### src/rtl/core/ncl_pkg.sv
`timescale 1ns / 1ps

package ncl_pkg;

  localparam int unsigned DIST_W  = 10;
  localparam int unsigned INDEX_W = 10;
  localparam int unsigned COUNT_W = 11;

  localparam logic [1:0] KIND_APPEND = 2'd0;
  localparam logic [1:0] KIND_QUERY  = 2'd1;
  localparam logic [1:0] KIND_CLEAR  = 2'd2;

  localparam logic [1:0] STATUS_OK    = 2'd0;
  localparam logic [1:0] STATUS_FULL  = 2'd1;
  localparam logic [1:0] STATUS_EMPTY = 2'd2;

  typedef struct packed {
    logic [1:0] kind;
    logic [7:0] red;
    logic [7:0] green;
    logic [7:0] blue;
  } req_item_t;

  typedef struct packed {
    logic [1:0]         status;
    logic [INDEX_W-1:0] match_index;
    logic [7:0]         match_red;
    logic [7:0]         match_green;
    logic [7:0]         match_blue;
    logic [DIST_W-1:0]  distance;
    logic [COUNT_W-1:0] entry_count;
  } rsp_item_t;

  typedef struct packed {
    logic [7:0] red;
    logic [7:0] green;
    logic [7:0] blue;
  } rgb_t;

  typedef struct packed {
    logic start;
    logic valid;
  } scan_ctl_t;

  typedef enum logic [1:0] {
    S_IDLE,
    S_SCAN,
    S_DRAIN,
    S_FINISH
  } state_t;

endpackage

### src/rtl/core/ncl_dist_unit.sv
`timescale 1ns / 1ps

module ncl_dist_unit #(
  parameter int unsigned AW = 10
) (
  input  logic                       clk,
  input  ncl_pkg::scan_ctl_t         ctl,
  input  ncl_pkg::rgb_t              query,
  input  ncl_pkg::rgb_t              entry,
  input  logic [AW-1:0]              index,
  output logic [AW-1:0]              best_index,
  output ncl_pkg::rgb_t              best_color,
  output logic [ncl_pkg::DIST_W-1:0] best_dist
);

  logic [7:0]                 diff_r;
  logic [7:0]                 diff_g;
  logic [7:0]                 diff_b;
  logic [ncl_pkg::DIST_W-1:0] cur_dist;
  logic                       best_valid;
  logic                       take;

  always_comb begin
    diff_r = (query.red >= entry.red) ? query.red - entry.red : entry.red - query.red;
    diff_g = (query.green >= entry.green) ? query.green - entry.green
                                          : entry.green - query.green;
    diff_b = (query.blue >= entry.blue) ? query.blue - entry.blue : entry.blue - query.blue;
    cur_dist = ncl_pkg::DIST_W'(diff_r) + ncl_pkg::DIST_W'(diff_g)
             + ncl_pkg::DIST_W'(diff_b);
    // strict compare keeps the first of equal entries
    take   = ctl.valid && (!best_valid || (cur_dist < best_dist));
  end

  always_ff @(posedge clk) begin
    if (ctl.start) begin
      best_valid <= 1'b0;
    end else if (take) begin
      best_valid <= 1'b1;
    end
    if (take) begin
      best_index <= index;
      best_color <= entry;
      best_dist  <= cur_dist;
    end
  end

endmodule

### config.mk
export PLATFORM = sky130hd
export DESIGN_NAME = ncl_dist_unit
export DESIGN_NICKNAME = d
export VERILOG_FILES = /design/src/rtl/core/ncl_pkg.sv /design/src/rtl/core/ncl_dist_unit.sv
export SDC_FILE = /design/constraint.sdc
export NUM_CORES = 1
export LEC_CHECK = 0
export ABC_CLOCK_PERIOD_IN_PS = 12300
export BUFFER_PORTS_ARGS = -buffer_cell sky130_fd_sc_hd__buf_2
export CAP_MARGIN = 25
export CORE_AREA = 2 2 90 92
export CTS_CLUSTER_SIZE = 20
export DETAILED_ROUTE_END_ITERATION = 16
export DIE_AREA = 0 0 92 94
export PLACE_DENSITY = 0.79
export SYNTH_ARGS = -nofsm -noshare
export SYNTH_HDL_FRONTEND = slang
export SYNTH_SLANG_ARGS = --single-unit
### constraint.sdc
create_clock -name clk -period 12.3 [get_ports clk]
set_input_delay 2.46 -clock clk [delete_from_list [all_inputs] [get_ports clk]]
set_output_delay 2.46 -clock clk [all_outputs]
set_load 0.05 [all_outputs]
# --- After elaboration in Yosys (flattened, before gate mapping) ---
# Index checks and enable logic that the tools add are counted.
word_totals:
  elab_cells: 24
  reg_bits: 45
  out_inout_bits: 44
op_classes:
  addsub: 8
  reduce_logical: 3
  n_mux: 3
  n_lt_le_gt_ge: 4
ops:
  columns: ["cell", "n"]
  rows:
  - ["$sub A8 B8 Y8", 6]
  - ["$ge A8 B8 Y1", 3]
  - ["$mux W8", 3]
  - ["$add A9 B8 Y10", 1]
  - ["$lt A10 B10 Y1", 1]
  - ["$add A8 B8 Y9", 1]
  - ["$logic_and A1 B1 Y1", 1]
  - ["$logic_not A1 Y1", 1]
  - ["$logic_or A1 B1 Y1", 1]

# --- Longest topological paths before layout ---
# Gate-level depths: netlist (run 1).
logic_depth:
  depth_word: 7
  depth_mapped: 23
  depth_no_buf: 23

# --- Worst setup path after synthesis (run 1) ---
# No wires, ideal clock.
synth_timing:
  kind: "input-to-reg"
  start: "input query[16] (netlist bit)"
  end: "register best_color[0] (netlist bit) (enable)"
  setup_slack_ns: 2.888
  path_buffers: 0
  required_time_ns: 11.828
  cell_stages: 21
  arrival_ns: 8.940
  setup_time_ns: 0.472
  cell_sequence: "inv_1 > ha_1 > inv_1 > fa_1 > nand3_1 > a31oi_1 > a211oi_4 > mux2_2 > fa_1 > ha_1 > fa_1 > a21o_1 > a21oi_1 > nor2b_1 > o31ai_1 > a21boi_0 > ha_1 > a21o_1 > a21oi_1 > o21ai_0 > a31oi_1"
synth_between:
  elab_chain_len: 7
  word_cells_on_any_way: 9
synth_lines:
  columns: ["element", "line_no", "text"]
  rows:
  - ["from (decl)", "ncl_dist_unit.sv:8", "input ncl_pkg::rgb_t query,"]
  - ["$sub A8 B8 Y8 / $ge A8 B8 Y1 (equally long branches)", "ncl_dist_unit.sv:24", "diff_r = (query.red >= entry.red) ? query.red - entry.red : entry.red - query.red;"]
  - ["$mux W8 (*)", "ncl_dist_unit.sv:24", null]
  - ["$add A8 B8 Y9 (*)", "ncl_dist_unit.sv:28", "cur_dist = ncl_pkg::DIST_W'(diff_r) + ncl_pkg::DIST_W'(diff_g)"]
  - ["$add A9 B8 Y10 (*)", "ncl_dist_unit.sv:29", "+ ncl_pkg::DIST_W'(diff_b);"]
  - ["via cur_dist, one bit", "ncl_dist_unit.sv:19", "logic [ncl_pkg::DIST_W-1:0] cur_dist;"]
  - ["$lt A10 B10 Y1 (*)", "ncl_dist_unit.sv:31", "take = ctl.valid && (!best_valid || (cur_dist < best_dist));"]
  - ["$logic_or A1 B1 Y1 (*)", "ncl_dist_unit.sv:31", null]
  - ["$logic_and A1 B1 Y1 (*)", "ncl_dist_unit.sv:31", null]
  - ["via take", "ncl_dist_unit.sv:21", "logic take;"]
  - ["to (signal assigned)", "ncl_dist_unit.sv:42", "best_color <= entry;"]
  - ["to (decl)", "ncl_dist_unit.sv:12", "output ncl_pkg::rgb_t best_color,"]
# The timed path passes the listed nets; every way through them passes the cells marked *.
# A chain may end at the register's enable or synchronous reset.

# --- Worst setup path in the final report (run 1) ---
layout_timing:
  start: "input query[16] (netlist bit)"
  end: "register best_color[16] (netlist bit) (enable)"
# Same word-level chain as after synthesis.

==> flow_summary.toml, run 1 <==
[place]
place.gp.congestion = 0.853
placed_cell_area_sq_um = 4600
hpwl_um = 6730
port_buffers = 104

[timing]
setup_viol = 0
hold_viol = 0
min_period_over_period_pct = 66.9
max_freq_ghz = 0.121
slew_violations = 0
skew_ns = 0.0102
layout_min_cycle_time_ns = 8.23
worst_pin_slew_ns = 0.490
rsz0062_at_grt = "false"
setup_tns_ns = 0
slew_headroom_pct = 67.0
whs_ns = 0.515

[synth]
ys_top_cells_by_area = "edfxtp_1 (33%), ha_1 (19%), fa_1 (7.5%)"
ys_types = 40
yosysTopAreaCell = "edfxtp_1"
yosysTopAreaCellShare_pct = 33.0
ys_seq_area_share_pct = 33.5
netlist_area_sq_um = 4010
netlist_instances = 385
synth_fp_nets = 522
yosys_warnings = 0
synth_area_per_cell_sq_um = 10.4
synth.ff_latch_count = 45

[cells_and_area]
drive_gt1_share_pct = 25.5
fillers = 657
fin_area_sq_um = 4690
area_delta_synth_final_pct = 17.2
final_cell_mix = "buf_2 (104), inv_1 (75), ha_1 (61), edfxtp_1 (44), a21oi_1 (21)"
utilization_pct = 61.7
antennaDiodeCount = 0
layout_commonest_cell = "buf_2"
finalNetCount = 622

[clocking]
cts_buffer_depth = 2
hold_buffers = 0
clkLatencyLatePin_ns = 0.31
cts_sinks = 45
cts.clk_slew.worst_paths_ns = 0.10
cts_root_buffer = "clkbuf_8"
htreeDepth = 2
cts_resized = 0
cts_setup_buffers = 0
cts_tree = "built"
cts_made_buffers = 5

[power]
powerDensity_nw_per_um2 = 237
ir_worst_vdd_uv = 107
leakagePower_nw = 2.42
finalPower_mw = 1.11

[floorplan]
dieHeight_um = 94
core.rowCount = 32
die_w_um = 92
io_pins = 105
coreArea_sq_um = 7610
start_util_pct = 52.6
fp.dieArea_sq_um = 8650

[setup_path]
crit_fanout = 34
required_ns = 12.26
crit_path_end_kind = "flip-flop"
worstPathArrival_ns = 8.20
worst-setup-path-type = "primary input to flip-flop"
startpoint_type = "primary input"
max_stage_delay_ns = 0.51
worstPathCellList = "buf_2, inv_1, ha_1, inv_1, fa_1, nand3_1, a31oi_1, a211oi_4, mux2_2, fa_1, ha_1, fa_1, a21o_1, a21oi_1, nor2b_1, o31ai_1, a21boi_0, ha_1, nand3_1, nor2_1, a21oi_1, o21ai_0, a31oi_4, buf_4"
cp_slowest_cell = "buf_4"

[job]
cap_violations = 0

[global_routing]
antenna_found_initial = 0
grt.met1_usage_pct = 24.7
grt_use_total_pct = 19.5
grt_use_met3_pct = 3.21
top_usage_layer = "met2"
grt-ovfl-total = 0
grt_max_degree = 35
grtUsageMet2_pct = 35.1
grt_first_pass_wirelength_um = 13600
grt_pass1_vias = 3057

[routing]
avgViaCountPerCell = 5.20
dr_total_vias = 3057
drc_errors = 0
routed_wl_um = 8340
drt_iter0_drc = 144
drtPass1Iterations = 4
wl_per_cell_um = 14.2
antenna_left = 0

[status]
outcome = "complete, no violations"

[hold_path]
hp-class = "flip-flop to flip-flop"
[power by group]
| part | internal [mW] | total (mW) | switching, mW | leakage [nW] |
|---|---|---|---|---|
| Sequential | 0.264 | 0.282 | 0.0185 | 0.435 |
| Clock | 0.0416 | 0.102 | 0.0601 | 0.0452 |
| Combinational | 0.236 | 0.730 | 0.494 | 1.94 |
| Total | 0.541 | 1.11 | 0.573 | 2.42 |
[path summary, 6_finish.rpt]
path                                  endpoint  slack, ns         start  depth (start not counted)
worst max register to register  best_color[16]       9.83  best_dist[1]                          7
worst max-delay path            best_color[16]       4.07     query[16]                         24
worst min register to register      best_valid       0.52    best_valid                          2
worst min-delay path                best_valid       0.52    best_valid                          2
[worst max-delay path, delay by kind of cell]
kind	cells	cell delay [ns]
fa+ha+maj	6	1.95
mux	1	0.41
buf+inv	4	0.71
compound gates	9	2.25
simple gates	4	0.38
[cells by family (layout without fill, tap and decap cells)]
family	Yosys count	count (layout)	synth area share (%)
simple gates	44	44	5.34
compound gates	89	89	15.3
xor+xnor	23	23	5.03
fa+ha+maj	76	76	26.6
mux	21	21	5.34
flops	45	45	33.5
buf+inv	87	188	8.93
[state kept, by name (all words and copies together) (netlist names)]
register and count:
best_dist 10, best_color 24, best_index 10, best_valid 1
[per-layer routing]
metal	vias up	part of all wire, %	wire, um
li1	1531	-	-
met1	1425	44	3700
met2	92	49	4130
met3	9	5.0	416
met4	0	1.1	94
met5	-	0	0
[final cells by class]
cell class / count / area (sq um) / area share (%)
Clock buffer: 5 / 68.8 / 1.47
Clock inverter: 3 / 25.0 / 0.533
Inverter: 75 / 282 / 6.00
Multi-Input combinational cell: 253 / 2320 / 49.5
Sequential cell: 45 / 1340 / 28.6
Tap cell: 102 / 128 / 2.72
Timing Repair Buffer: 105 / 528 / 11.3
[stage by stage]
| stage | instances | worst slack (ns) |
|---|---|---|
| CTS | 588 | 4.08 |
| global placement | 580 | 3.99 |
| floorplan | 385 | 2.89 |
| detailed placement | 580 | 3.76 |
| global route | 588 | 3.62 |
| finish | 588 | 4.07 |
[cells in the mapped netlist, drive strengths merged]
| master | count |
|---|---|
| inv | 75 |
| ha | 61 |
| edfxtp | 44 |
| a21oi | 22 |
| a21o | 19 |
| mux2i | 18 |
| fa | 15 |
| a31oi | 14 |
| o21ai | 14 |
| nand2 | 13 |
| xor2 | 12 |
| xnor2 | 11 |
| a211oi | 10 |
| nor2 | 10 |
| nand4 | 7 |
| buf | 6 |
| nand3 | 6 |
| clkbuf | 5 |
| a311oi | 4 |
| mux2 | 3 |
| a21boi | 2 |
| and3 | 2 |
| nand3b | 2 |
| and2 | 1 |
| dfxtp | 1 |
| dlymetal6s2s | 1 |
| nand2b | 1 |
| nor2b | 1 |
| o21a | 1 |
| o21bai | 1 |
| o22ai | 1 |
| o31ai | 1 |
| or3 | 1 |
No activity file was read; power rests on OpenSTA's default activity.
==> run 2, diff against run 1 <==
Settings changed: ABC_CLOCK_PERIOD_IN_PS 12300 to 7600.
Clock period 12.3 ns to 7.6 ns, I/O delays scaled along.
==> run 2 against run 1 <==
Cell count rose by 0.68%. Final area rose by 0.64%. Power rose by 62%. Clock power rose by 59%. Sequential share of layout area fell by 0.18 points. Worst hold slack improved by 0.00079 ns. Global-route usage rose by 0.48 points. Highest routed layer unchanged. Setup slack got worse by 3.5 ns. Critical path depth did not move. Combinational power rose by 63%.
==> flow_summary.toml, run 2 (synthesis gave the netlist of run 1 again) <==
[global_routing]
antenna_found_initial = 0
grt-ovfl-total = 0
grt_first_pass_wirelength_um = 13800
grt_use_total_pct = 20.0
grt_pass1_vias = 3049
grt_max_degree = 17

[clocking]
cts_tree = "built"
cts_root_buffer = "clkbuf_8"
cts_buffer_depth = 2
cts_resized = 0
cts_setup_buffers = 0
clkLatencyLatePin_ns = 0.31
htreeDepth = 2
cts_sinks = 45
cts.clk_slew.worst_paths_ns = 0.09
cts_made_buffers = 5
hold_buffers = 0

[cells_and_area]
finalNetCount = 626
largest_reg_flops = 24
area_delta_synth_final_pct = 17.9
reg_top3 = "best_color: 24 flops, best_dist: 10 flops, best_index: 10 flops"
regMostFlops = "best_color"
final_cell_mix = "buf_2 (104), inv_1 (75), ha_1 (61), edfxtp_1 (44), a21oi_1 (21)"
utilization_pct = 62.1
fillers = 659
layout_commonest_cell = "buf_2"
drive_gt1_share_pct = 26.1
fin_area_sq_um = 4720
antennaDiodeCount = 0

[routing]
drtPass1Iterations = 5
antenna_left = 0
avgViaCountPerCell = 5.12
drc_errors = 0
drt_iter0_drc = 102
routed_wl_um = 8330
dr_total_vias = 3029
wl_per_cell_um = 14.1

[timing]
setup_viol = 0
layout_min_cycle_time_ns = 7.04
slew_violations = 0
rsz0062_at_grt = "false"
min_period_over_period_pct = 92.7
setup_tns_ns = 0
worst_pin_slew_ns = 0.484
hold_viol = 0
max_freq_ghz = 0.142
skew_ns = 0.00912
slew_headroom_pct = 67.6

[floorplan]
fp.dieArea_sq_um = 8650
start_util_pct = 52.6
core.rowCount = 32
coreArea_sq_um = 7610
dieHeight_um = 94
die_w_um = 92
io_pins = 105

[power]
p_sw_mw = 0.918
powerDensity_nw_per_um2 = 381
p_clk_share_pct = 9.0
p_int_mw = 0.881
switching_share_pct = 51.0
ir_worst_vdd_uv = 164
leakagePower_nw = 2.44
combPwrFrac_pct = 65.9
seqPwrFrac_pct = 25.1

[setup_path]
max_stage_delay_ns = 0.47
crit_path_end_kind = "flip-flop"
r2r_cells = 7
startpoint_type = "primary input"
crit_fanout = 13
cp_slowest_cell = "a211oi_4"
required_ns = 7.61
path_buf_inv = 4
critPathTopFamily = "compound AO/OA/AOI/OAI gates"
worstPathArrival_ns = 7.05
worstPathCellList = "buf_2, inv_1, ha_1, inv_1, fa_1, nand3_1, a31oi_2, a211oi_4, mux2_2, fa_1, ha_1, fa_1, a21o_1, a21oi_1, nor2b_1, o31ai_1, a21boi_0, ha_1, nand3_1, nor2_1, a21oi_1, o21ai_0, a31oi_4, buf_4"
worst-setup-path-type = "primary input to flip-flop"
cp.depth = 24

[hold_path]
hold_depth = 2
hp-class = "flip-flop to flip-flop"

[place]
port_buffers = 104
placed_cell_area_sq_um = 4630
hpwl_um = 7020
place.gp.congestion = 0.927

[status]
outcome = "complete, no violations"

[job]
cap_violations = 0
==> run 2: final timing paths <==
path                              startpoint        endpoint  slack, ns
worst max-delay path                query[8]  best_color[16]       0.56
worst min-delay path              best_valid      best_valid       0.52
worst min register to register    best_valid      best_valid       0.52
worst max register to register  best_dist[1]  best_color[16]       5.42
==> run 2: worst register-to-register path: stages, from the launching register on <==
cell and delay, ns:
edfxtp_1 0.39, inv_1 0.07, ha_1 0.22, a21o_1 0.17, a21oi_1 0.15, o21ai_0 0.16
a31oi_4 0.40, buf_4 0.30
==> run 2: power by group through the flow <==
stage               Sequential [mW]  Combinational, mW  Clock (mW)
detailed placement            0.458               1.19           0
finish                        0.452               1.19       0.162
CTS                           0.453               1.20       0.168
global placement              0.459               1.16           0
floorplan                     0.783              0.585           0
global route                  0.462               1.32       0.175
==> run 2: area by class of cell <==
type / count / area [sq um] / area share, %
inverters: 75 / 282 / 5.96
flip-flops and latches: 45 / 1340 / 28.4
clock buffers: 5 / 68.8 / 1.46
repair buffers: 109 / 558 / 11.8
clock inverters: 3 / 25.0 / 0.530
multi-input cells: 253 / 2320 / 49.1
well taps: 102 / 128 / 2.70
==> run 2: routing by layer <==
layer	vias to the layer above	global-route usage, %	routed length [um]
met5	-	0	0
met4	0	4.98	84
met3	9	4.01	486
met2	89	34.4	4080
met1	1396	25.9	3680
li1	1535	-	-
==> run 2: per-stage QoR <==
step / setup slack [ns] / instances / hold slack (ns) / total power [mW]
after global routing: 0.107 / 592 / 0.526 / 1.95
after global placement: 0.500 / 584 / 0.493 / 1.62
after CTS: 0.540 / 592 / 0.512 / 1.82
final: 0.556 / 592 / 0.516 / 1.80
after detailed placement: 0.214 / 584 / 0.489 / 1.65
after floorplan: 0.0298 / 385 / 0.459 / 1.37
